`config.mk`:
```
export PLATFORM = sky130hd
export DESIGN_NAME = word_run_delta_decoder
export DESIGN_NICKNAME = d
export VERILOG_FILES = /design/src/sv/wrdd_pkg.sv /design/src/sv/word_run_delta_decoder.sv
export VERILOG_INCLUDE_DIRS = /design/src /design/src/sv
export SDC_FILE = /design/constraint.sdc
export NUM_CORES = 1
export LEC_CHECK = 0
export BUFFER_PORTS_ARGS = -buffer_cell sky130_fd_sc_hd__buf_2
export CORE_UTILIZATION = 25
export CTS_BUF_LIST = sky130_fd_sc_hd__clkbuf_4 sky130_fd_sc_hd__clkbuf_8
export DETAILED_ROUTE_END_ITERATION = 8
export GPL_TIMING_DRIVEN = 0
export HOLD_SLACK_MARGIN = 0.03
export PLACE_DENSITY = 0.5
export SETUP_SLACK_MARGIN = 0.15
export SLEW_MARGIN = 10
export SYNTH_ARGS = -nofsm -noshare
export SYNTH_HDL_FRONTEND = slang
export SYNTH_SLANG_ARGS = --single-unit
export TNS_END_PERCENT = 1
```
`constraint.sdc`:
```
create_clock -name clk -period 19.36 [get_ports clk]
set_clock_uncertainty 0.1 [all_clocks]
set_input_delay 0.968 -clock clk [delete_from_list [all_inputs] [get_ports clk]]
set_output_delay 0.968 -clock clk [all_outputs]
set_load 0.03 [all_outputs]
```
`src/sv/word_run_delta_decoder_macros.svh`:
```
// Assertion macros for the word run/delta decoder.
`ifndef WORD_RUN_DELTA_DECODER_MACROS_SVH
`define WORD_RUN_DELTA_DECODER_MACROS_SVH

`ifndef NO_ASSERTIONS
// Same-cycle implication, sampled on clk, off while arst_n is low
`define WRDD_ASSERT_IMP(lbl, ante, cons, msg) \
	lbl: assert property (@(posedge clk) disable iff (!arst_n) (ante) |-> (cons)) \
		else $error(msg);
// Next-cycle implication, sampled on clk, off while arst_n is low
`define WRDD_ASSERT_NXT(lbl, ante, cons, msg) \
	lbl: assert property (@(posedge clk) disable iff (!arst_n) (ante) |=> (cons)) \
		else $error(msg);
`else
`define WRDD_ASSERT_IMP(lbl, ante, cons, msg)
`define WRDD_ASSERT_NXT(lbl, ante, cons, msg)
`endif

`endif

```
`src/sv/wrdd_pkg.sv`:
```
// Types and constants shared by the word run/delta decoder.
package wrdd_pkg;

	// Fixed width of coordinate and pattern fields on the ports
	localparam int FIELD_W = 16;

	// Configuration register indexes
	localparam int CFG_IDX_W = 2;
	localparam logic [CFG_IDX_W-1:0] CFG_X_ORIGIN   = 2'd0;
	localparam logic [CFG_IDX_W-1:0] CFG_Y_ORIGIN   = 2'd1;
	localparam logic [CFG_IDX_W-1:0] CFG_AREA_WIDTH = 2'd2;

	// Result kinds
	localparam logic [1:0] KIND_LIT  = 2'd0;
	localparam logic [1:0] KIND_FILL = 2'd1;
	localparam logic [1:0] KIND_DOT  = 2'd2;
	localparam logic [1:0] KIND_DONE = 2'd3;

	// Parser phases
	typedef enum logic [3:0] {
		PH_LC_LO   = 4'd0,
		PH_LC_HI   = 4'd1,
		PH_OP_LO   = 4'd2,
		PH_OP_HI   = 4'd3,
		PH_SKIP    = 4'd4,
		PH_COUNT   = 4'd5,
		PH_FILL_LO = 4'd6,
		PH_FILL_HI = 4'd7,
		PH_LIT     = 4'd8,
		PH_PEND    = 4'd9
	} phase_t;

	// Input item
	typedef struct packed {
		logic [7:0] stream_byte;
		logic       frame_start;
	} byte_item_t;

	// Result item
	typedef struct packed {
		logic [1:0]         op_kind;
		logic [FIELD_W-1:0] x_pos;
		logic [FIELD_W-1:0] y_pos;
		logic [7:0]         run_pixels;
		logic [FIELD_W-1:0] pixel_pattern;
	} cmd_item_t;

endpackage

```
`src/sv/word_run_delta_decoder.sv`:
```
// Word run/delta frame decoder: one stream byte in, at most one write command out.
//
//  channel   | dir | handshake                 | payload
//  ----------+-----+---------------------------+-------------------------------
//  byte      | in  | byte_valid / byte_ready   | byte_data  (stream_byte, frame_start)
//  cmd       | out | cmd_valid / cmd_ready     | cmd_data   (op_kind, x_pos, y_pos, ...)
//  cfg       | in  | cfg_we                    | cfg_index, cfg_wdata
//
// One byte per cycle sustained while the cmd channel does not stall; a byte's transfer loads the
// input register, then one parser pass feeds its command to the output register.
// The parser state updates in that single pass, so consecutive bytes never wait on it.
// arst_n clears the parser to waiting for a line count and loads the register defaults.
// A stalled cmd channel holds the parser and the input register; byte_ready drops only
// when both are full.
module word_run_delta_decoder
	import wrdd_pkg::*;
#(
	parameter int COORD_BITS = 16
) (
	input  logic                  clk,
	input  logic                  arst_n,
	input  logic                  byte_valid,
	output logic                  byte_ready,
	input  byte_item_t            byte_data,
	output logic                  cmd_valid,
	input  logic                  cmd_ready,
	output cmd_item_t             cmd_data,
	input  logic                  cfg_we,
	input  logic [CFG_IDX_W-1:0]  cfg_index,
	input  logic [FIELD_W-1:0]    cfg_wdata
);

`include "word_run_delta_decoder_macros.svh"

	// Configuration registers
	logic [FIELD_W-1:0] x_origin_q, y_origin_q, area_width_q;

	// Input register
	logic       byte_v_s1;
	byte_item_t byte_s1;

	// Parser state
	phase_t                phase_q, phase_n;
	logic [15:0]           lines_q, lines_n;
	logic [15:0]           packets_q, packets_n;
	logic [COORD_BITS-1:0] cur_x_q, cur_x_n;
	logic [COORD_BITS-1:0] cur_y_q, cur_y_n;
	logic [7:0]            held_q, held_n;
	logic [7:0]            lit_q, lit_n;
	logic [6:0]            fill_q, fill_n;

	// Result register
	logic      cmd_valid_q;
	cmd_item_t cmd_q;

	logic      proc_fire;
	logic      res_v;
	cmd_item_t res;

	assign proc_fire  = byte_v_s1 && (!cmd_valid_q || cmd_ready);
	assign byte_ready = !byte_v_s1 || proc_fire;
	assign cmd_valid  = cmd_valid_q;
	assign cmd_data   = cmd_q;

	// Configuration writes
	always_ff @(posedge clk or negedge arst_n) begin
		if (!arst_n) begin
			x_origin_q   <= '0;
			y_origin_q   <= '0;
			area_width_q <= 16'd320;
		end else if (cfg_we) begin
			unique case (cfg_index)
				CFG_X_ORIGIN:   x_origin_q   <= cfg_wdata;
				CFG_Y_ORIGIN:   y_origin_q   <= cfg_wdata;
				CFG_AREA_WIDTH: area_width_q <= cfg_wdata;
				default: ;
			endcase
		end
	end

	// Input register
	always_ff @(posedge clk or negedge arst_n) begin
		if (!arst_n) begin
			byte_v_s1 <= 1'b0;
		end else if (byte_valid && byte_ready) begin
			byte_v_s1 <= 1'b1;
		end else if (proc_fire) begin
			byte_v_s1 <= 1'b0;
		end
	end

	always_ff @(posedge clk) begin
		if (byte_valid && byte_ready) begin
			byte_s1 <= byte_data;
		end
	end

	// Parser: next state and result for the byte in the input register
	always_comb begin
		logic [7:0]            b;
		logic [15:0]           w;
		logic [8:0]            fill_pix;
		logic                  pkt_end;
		logic                  line_end;
		logic [COORD_BITS-1:0] x_last;

		b        = byte_s1.stream_byte;
		w        = {b, held_q};
		fill_pix = {(fill_q == 7'd0), fill_q, 1'b0};
		x_last   = COORD_BITS'(x_origin_q + area_width_q - 16'd1);
		pkt_end  = 1'b0;
		line_end = 1'b0;

		phase_n   = phase_q;
		lines_n   = lines_q;
		packets_n = packets_q;
		cur_x_n   = cur_x_q;
		cur_y_n   = cur_y_q;
		held_n    = held_q;
		lit_n     = lit_q;
		fill_n    = fill_q;

		res_v = 1'b0;
		res   = '0;

		// Held frame-done from a line that ended on a write
		if (phase_q == PH_PEND) begin
			res_v         = 1'b1;
			res.op_kind   = KIND_DONE;
		end

		if (byte_s1.frame_start || phase_q == PH_PEND) begin
			held_n  = b;
			phase_n = PH_LC_HI;
		end else begin
			unique case (phase_q)
				PH_LC_HI: begin
					lines_n = w;
					cur_y_n = COORD_BITS'(y_origin_q);
					if (w == 16'd0) begin
						res_v       = 1'b1;
						res.op_kind = KIND_DONE;
						phase_n     = PH_LC_LO;
					end else begin
						phase_n = PH_OP_LO;
					end
				end
				PH_OP_LO: begin
					held_n  = b;
					phase_n = PH_OP_HI;
				end
				PH_OP_HI: begin
					if (w[15:14] == 2'b11) begin
						// line skip: negative word moves down
						cur_y_n = cur_y_q - w[COORD_BITS-1:0];
						phase_n = PH_OP_LO;
					end else if (w[15]) begin
						// dot at the last column
						res_v             = 1'b1;
						res.op_kind       = KIND_DOT;
						res.x_pos         = FIELD_W'(x_last);
						res.y_pos         = FIELD_W'(cur_y_q);
						res.run_pixels    = 8'd1;
						res.pixel_pattern = {8'd0, w[7:0]};
						phase_n           = PH_OP_LO;
					end else begin
						packets_n = w;
						cur_x_n   = COORD_BITS'(x_origin_q);
						if (w == 16'd0) begin
							line_end = 1'b1;
						end else begin
							phase_n = PH_SKIP;
						end
					end
				end
				PH_SKIP: begin
					cur_x_n = cur_x_q + COORD_BITS'(b);
					phase_n = PH_COUNT;
				end
				PH_COUNT: begin
					if (b[7]) begin
						fill_n  = 7'(8'd0 - b);
						phase_n = PH_FILL_LO;
					end else begin
						lit_n = {b[6:0], 1'b0};
						if (b[6:0] == 7'd0) begin
							pkt_end = 1'b1;
						end else begin
							phase_n = PH_LIT;
						end
					end
				end
				PH_FILL_LO: begin
					held_n  = b;
					phase_n = PH_FILL_HI;
				end
				PH_FILL_HI: begin
					res_v             = 1'b1;
					res.op_kind       = KIND_FILL;
					res.x_pos         = FIELD_W'(cur_x_q);
					res.y_pos         = FIELD_W'(cur_y_q);
					res.run_pixels    = fill_pix[7:0];
					res.pixel_pattern = w;
					cur_x_n           = cur_x_q + COORD_BITS'(fill_pix);
					pkt_end           = 1'b1;
				end
				PH_LIT: begin
					res_v             = 1'b1;
					res.op_kind       = KIND_LIT;
					res.x_pos         = FIELD_W'(cur_x_q);
					res.y_pos         = FIELD_W'(cur_y_q);
					res.run_pixels    = 8'd1;
					res.pixel_pattern = {8'd0, b};
					cur_x_n           = cur_x_q + COORD_BITS'(1);
					lit_n             = lit_q - 8'd1;
					if (lit_n == 8'd0) begin
						pkt_end = 1'b1;
					end
				end
				default: begin
					// waiting for line count low, and unused codes
					held_n  = b;
					phase_n = PH_LC_HI;
				end
			endcase

			// End of a packet
			if (pkt_end) begin
				packets_n = packets_q - 16'd1;
				if (packets_n == 16'd0) begin
					line_end = 1'b1;
				end else begin
					phase_n = PH_SKIP;
				end
			end

			// End of a line; frame done waits a byte if this one already wrote
			if (line_end) begin
				cur_y_n = cur_y_q + COORD_BITS'(1);
				lines_n = lines_q - 16'd1;
				if (lines_n != 16'd0) begin
					phase_n = PH_OP_LO;
				end else if (res_v) begin
					phase_n = PH_PEND;
				end else begin
					res_v       = 1'b1;
					res.op_kind = KIND_DONE;
					phase_n     = PH_LC_LO;
				end
			end
		end
	end

	// Parser state registers
	always_ff @(posedge clk or negedge arst_n) begin
		if (!arst_n) begin
			phase_q   <= PH_LC_LO;
			lines_q   <= '0;
			packets_q <= '0;
			cur_x_q   <= '0;
			cur_y_q   <= '0;
			held_q    <= '0;
			lit_q     <= '0;
			fill_q    <= '0;
		end else if (proc_fire) begin
			phase_q   <= phase_n;
			lines_q   <= lines_n;
			packets_q <= packets_n;
			cur_x_q   <= cur_x_n;
			cur_y_q   <= cur_y_n;
			held_q    <= held_n;
			lit_q     <= lit_n;
			fill_q    <= fill_n;
		end
	end

	// Result register
	always_ff @(posedge clk or negedge arst_n) begin
		if (!arst_n) begin
			cmd_valid_q <= 1'b0;
		end else if (proc_fire && res_v) begin
			cmd_valid_q <= 1'b1;
		end else if (cmd_ready) begin
			cmd_valid_q <= 1'b0;
		end
	end

	always_ff @(posedge clk) begin
		if (proc_fire && res_v) begin
			cmd_q <= res;
		end
	end

	// Checks
	`WRDD_ASSERT_IMP(a_stall_blocks_input, byte_v_s1 && cmd_valid_q && !cmd_ready, !byte_ready, "input taken while parser stalled")
	`WRDD_ASSERT_NXT(a_pend_gives_done, proc_fire && phase_q == PH_PEND, cmd_valid_q && cmd_q.op_kind == KIND_DONE, "held frame done not issued")
	`WRDD_ASSERT_IMP(a_done_fields_zero, cmd_valid_q && cmd_q.op_kind == KIND_DONE, cmd_q.x_pos == '0 && cmd_q.y_pos == '0 && cmd_q.run_pixels == '0 && cmd_q.pixel_pattern == '0, "frame done carries nonzero fields")

endmodule

```
After elaboration in Yosys (flattened, before gate mapping)
Cells that the tools add are included.
Widths: inputs -> output; s select.
Word-level totals
  word-level logic and storage cells: 149
  input port bits: 32
  flip-flop bits (word level): 208
Cells by class
  equality and inequality tests: 19
  reductions and logical operators: 34
  add/sub/neg operators: 11
  bitwise operators: 1
  muxes and demuxes: 64
Operator list (count)
  $mux 58: 3
  $pmux 56 s3: 1
  $mux 16: 10
  $pmux 16 s4: 1
  $sub 16x1->16 const B: 3
  $mux 4: 11
  $add 16x1->16 const B: 2
  $logic_not 16->1: 2
  $pmux 16 s2: 1
  $pmux 4 s7: 1
  $mux 8: 3
  $mux 1: 23
  $add 16x16->16: 1
  $add 16x8->16: 1
  $add 16x9->16: 1
  $eq 4x3->1 const B: 4
  $pmux 8 s2: 1
  $reduce_bool 16->1: 1
  $sub 16x16->16: 1
  $logic_not 7->1: 2
  $mux 2: 6
  $reduce_and 4->1: 3
  $reduce_and 5->1: 2
  $reduce_bool 2->1: 5
  other kinds (24): 40

Longest topological paths before layout
  depth in word-level cells: 12
  mapped depth: 16
  gate-level depth less buffers: 14

Worst setup path after synthesis
Ideal clock, no wire load.
  path type: reg-to-reg
  start point: register lines_q[0]
  end point: register cmd_q, in the netlist cmd_data[0], enable pin
  arrival: 6510 ps
  path slack: 12205 ps
  path buffers: 0
  setup time: 545 ps
  stages on the path, launching flop included: 11
  data required time: 18715 ps
  path through: dfrtp_1 inv_1 ha_1 nor3b_1 nand3b_1 xnor2_1 o31a_1 or4_4 nor2_4 nor2_1 nor3_1
Between the ends
  word-level cells in the longest chain between the ends: 6
Ends and longest elaborated chain
  from (decl): line word_run_delta_decoder.sv:44  | logic [15:0] lines_q, lines_n;
  from (signal assigned): line word_run_delta_decoder.sv:267  | lines_q <= lines_n;
  $sub 16x1->16: line word_run_delta_decoder.sv:240  | lines_n = lines_q - 16'd1;
  $reduce_bool 16->1: line word_run_delta_decoder.sv:241  | if (lines_n != 16'd0) begin
  $mux 1: line word_run_delta_decoder.sv:241
  $mux 1: line word_run_delta_decoder.sv:238  | if (line_end) begin
  $mux 1: line word_run_delta_decoder.sv:132  | if (byte_s1.frame_start || phase_q == PH_PEND) begin
  $logic_and 1x1->1: line word_run_delta_decoder.sv:289  | if (proc_fire && res_v) begin
  to (signal assigned): line word_run_delta_decoder.sv:290  | cmd_q <= res;
  to (decl): line word_run_delta_decoder.sv:54  | cmd_item_t cmd_q;
Every way passes these cells.
A chain may end at the register's enable or synchronous reset.

Worst setup path in the final report
  start point: register byte_s1[1] (netlist bit)
  end point: register cmd_q, in the netlist cmd_data[43], enable pin
Between the ends
  word-level cells in the longest chain between the ends: 11
Ends and longest elaborated chain
  from (decl): line word_run_delta_decoder.sv:40  | byte_item_t byte_s1;
  from (signal assigned): line word_run_delta_decoder.sv:94  | byte_s1 <= byte_data;
  $logic_not 16->1: line word_run_delta_decoder.sv:140, word_run_delta_decoder.sv:169
  $mux 1: line word_run_delta_decoder.sv:169  | if (w == 16'd0) begin
  $mux 1: line word_run_delta_decoder.sv:157  | end else if (w[15]) begin
  $mux 1: line word_run_delta_decoder.sv:153  | if (w[15:14] == 2'b11) begin
  $mux 1: line word_run_delta_decoder.sv:136  | unique case (phase_q)
  $mux 1: line word_run_delta_decoder.sv:230  | if (packets_n == 16'd0) begin
  $mux 1: line word_run_delta_decoder.sv:228  | if (pkt_end) begin
  $mux 1: line word_run_delta_decoder.sv:132
  $mux 1 *: line word_run_delta_decoder.sv:238
  $mux 1 *: line word_run_delta_decoder.sv:132
  $logic_and 1x1->1 *: line word_run_delta_decoder.sv:289
Every way passes the cells marked *; elsewhere a longest branch is shown, timed or not. The select of a mux whose other input is x is not followed.

==> results.json <==
{
  "cts_setup_buffers": 0,
  "crit_path_start": "byte_s1[1]$_DFFE_PP_",
  "synth_edf_count": 67,
  "total_power_w": 0.00192,
  "synthToLayoutAreaGrowth_pct": 17.5,
  "status": "completed",
  "drt-total-wl_um": 45400,
  "clockBufferDepth": 3,
  "cts_resized": 0,
  "hold_class": "input port to async pin",
  "grt_use_total_pct": 16.8,
  "timing.critical_path.to": "cmd_data[43]$_SDFFCE_PN0P_",
  "netlist-cell-type-count": 88,
  "max_freq_mhz": 190,
  "power.share.sequential_pct": 35.0,
  "drc_errors": 0,
  "cp.arrival_ns": 5.41,
  "wl_per_cell_um": 19.9,
  "r2r_start": "byte_s1[1]$_DFFE_PP_",
  "insertion_delay_ns": 0.58,
  "coreArea_mm2": 0.0515,
  "fillCellCount": 5516,
  "h-tree-depth": 2,
  "r2r_slack_ns": 14.11,
  "synthArstFlopShare_pct": 67.8,
  "ys_seq_elements": 208,
  "antennaDiodeCount": 0,
  "cts_sinks": 208,
  "hold_buffers": 0,
  "port_buffers": 91,
  "p_clk_share_pct": 24.9,
  "regArea_mm2": 0.00554,
  "multi_input_area_mm2": 0.00680,
  "syn-num-nets": 1529,
  "grt-ovfl-total": 0,
  "worst_pin_slew_ns": 0.923,
  "placed_cells": 2203,
  "cp_max_fo": 12,
  "grt_pass1_wl_um": 68600,
  "swShare_pct": 40.7,
  "cp-end-kind": "flip-flop",
  "yosysSeqAreaShare_pct": 42.4,
  "grt_antenna_before_repair": 1,
  "first_iter_violations": 1019,
  "ant_nets": 0,
  "p_switching_w": 0.000780,
  "die_x_um": 231,
  "p_int_w": 0.00114,
  "hpwl_um": 33700,
  "place_congestion": 0.911,
  "ios": 92,
  "netlist_area_mm2": 0.0131,
  "cts.clk_slew.worst_paths_ns": 0.06,
  "placed_area_mm2": 0.0145,
  "vias_per_cell": 5.04,
  "vias": 11500,
  "ff2ff_path_depth": 13,
  "final_area_mm2": 0.0153,
  "hold_viol_final": 0,
  "powerDensity_mw_per_mm2": 125,
  "grt_pass1_vias": 11100,
  "nets": 1671,
  "cts_tree": "done",
  "start_kind": "flip-flop",
  "setup_violations": 0,
  "report.final.slew_viol_count": 0,
  "fp-row-count": 83,
  "start_util_pct": 25.4,
  "max-slew-margin-rel_pct": 38.2,
  "p_leak_nw": 6.40,
  "finalNonFillerCells": 2277,
  "period_minus_slack_ns": 5.25,
  "combPwrFrac_pct": 40.0,
  "grt_max_degree": 76,
  "layout-drive-gt1-share_pct": 17.0,
  "cts_root_buf": "clkbuf_8",
  "die-area_mm2": 0.0532,
  "cts_buffers": 41,
  "criticalPathCategory": "flip-flop to flip-flop",
  "cp_data_required_time_ns": 19.52,
  "drtPass1Iterations": 6,
  "period_share_pct": 27.1,
  "synth_area_per_cell_um2": 9.17,
  "yosysWarnings": 0,
  "ys.flop_type": "dfrtp_1",
  "ir_drop_v": 0.0000379,
  "finalSetupTns_ns": 0,
  "dieHeight_um": 231,
  "rsz0062_at_grt": "false",
  "r2r_end": "cmd_data[43]$_SDFFCE_PN0P_",
  "maxCapViolCount": 0,
  "syn_inst": 1424
}
-- layout by cell type (no fill, tap or decap), types with 10 or more instances in the layout --
master | synthesis | final
nand2_1 | 109 | 109
nor3_1 | 48 | 47
nor2b_1 | 14 | 14
clkbuf_4 | 0 | 11
clkbuf_8 | 0 | 47
o21ai_1 | 15 | 15
ha_1 | 69 | 69
inv_1 | 106 | 106
o22a_1 | 16 | 16
o21a_1 | 11 | 11
a211oi_1 | 12 | 12
o21ai_0 | 102 | 102
xor2_1 | 15 | 15
a31oi_1 | 26 | 26
o31ai_1 | 10 | 10
and2_1 | 15 | 15
nor4_1 | 10 | 10
mux2_2 | 39 | 39
a21oi_1 | 90 | 90
nand3_1 | 27 | 27
clkbuf_1 | 41 | 41
dfrtp_1 | 139 | 139
and3_1 | 17 | 17
edfxtp_1 | 67 | 67
nor2_1 | 165 | 165
a22oi_1 | 22 | 22
buf_2 | 11 | 101
or3_1 | 11 | 11
xnor2_1 | 32 | 32
a21o_1 | 14 | 14
-- sequential cells by signal (all words and copies together) (netlist names) --
register and count:
area_width_q 16, byte_s1 9, byte_v_s1 1, cmd_data 58, cmd_valid 1, cur_x_q 16, cur_y_q 16, fill_q 7
held_q 8, lines_q 16, lit_q 8, packets_q 16, phase_q 4, x_origin_q 16, y_origin_q 16
-- metal layers --
layer / global-route usage (%) / wire length [um] / vias to the layer above
met1: 23.3 / 21000 / 5587
met3: 2.42 / 2400 / 64
met2: 26.9 / 20900 / 391
li1: - / - / 5434
met4: 5.09 / 1130 / 0
met5: 0 / 0 / -
-- metrics by stage --
stage          setup slack [ns]  hold WS (ns)  util (%)
6_report                  14.11         0.269      29.8
5_1_grt                   13.92         0.284      29.8
4_1_cts                   14.18         0.258      29.8
3_5_place_dp              14.16         0.367      28.1
3_3_place_gp               8.14         0.361      27.9
2_1_floorplan             12.21         0.338         -
-- critical path, cell delays in order, from the launching register on --
cell      delay (ns)
edfxtp_1        0.64
inv_1           0.40
ha_1            0.27
or4b_1          0.53
nor4_2          0.39
nand3_1         0.30
nor2_1          0.46
a31oi_2         0.24
nor2_4          0.26
nor2_1          0.09
nor3_2          0.58
buf_6           0.24
buf_4           0.21
buf_4           0.21
-- synthesized netlist by cell type, types with 14 or more instances --
cell / n / area share, %
o21ai_1: 15 / 0.57
a31oi_1: 26 / 1.2
and3_1: 17 / 0.81
nand2_1: 109 / 3.1
nor3_1: 48 / 1.8
o21ai_0: 102 / 3.9
a21o_1: 14 / 0.80
nor2_1: 165 / 4.7
mux2_2: 39 / 3.4
xnor2_1: 32 / 2.1
xor2_1: 15 / 1.0
and2_1: 15 / 0.72
nor2b_1: 14 / 0.67
o22a_1: 16 / 1.1
nand3_1: 27 / 1.0
inv_1: 106 / 3.0
a21oi_1: 90 / 3.4
ha_1: 69 / 6.6
a22oi_1: 22 / 1.3
clkbuf_1: 41 / 1.2
dfrtp_1: 139 / 27
edfxtp_1: 67 / 15
-- kinds of logic (layout without fill, tap and decap cells) --
group	count (synthesis)	count (layout)	synth area share, %
AO/OA/AOI/OAI	398	398	19.9
XOR/XNOR	47	47	3.15
adder cells (fa/ha/maj)	73	73	7.22
buffers and inverters	176	349	5.54
flip-flops	208	208	42.4
multiplexers	44	44	3.75
AND/OR/NAND/NOR	478	478	18.0
-- worst min path at each step --
stage | startpoint | to | slack, ns
final | arst_n | area_width_q[10]$_DFFE_PN0P_ | 0.27
after global routing | arst_n | area_width_q[11]$_DFFE_PN0P_ | 0.28
after CTS | arst_n | cur_y_q[13]$_DFFE_PN0P_ | 0.26
after detailed placement | packets_q[15]$_DFFE_PN0P_ | packets_q[15]$_DFFE_PN0P_ | 0.37
after global placement | packets_q[15]$_DFFE_PN0P_ | packets_q[15]$_DFFE_PN0P_ | 0.36
after floorplan | packets_q[15]$_DFFE_PN0P_ | packets_q[15]$_DFFE_PN0P_ | 0.34
-- area by class of cell --
cell class,count,share of cell area [%]
timing repair buffer,99,3.63
inverter,107,2.62
clock inverter,16,0.905
buffer,69,2.10
clock buffer,58,4.75
multi-input combinational,1040,44.3
sequential,208,36.1
tap,680,5.55
-- power groups by stage --
stage	Clock, W	Combinational [W]	Sequential (W)
3_5_place_dp	0	0.000755	0.000675
3_3_place_gp	0	0.000745	0.000674
4_1_cts	0.000494	0.000760	0.000668
5_1_grt	0.000510	0.000853	0.000685
6_report	0.000477	0.000768	0.000672
2_1_floorplan	0	0.000584	0.000635
Note: power is estimated with default switching activity, not from simulation.
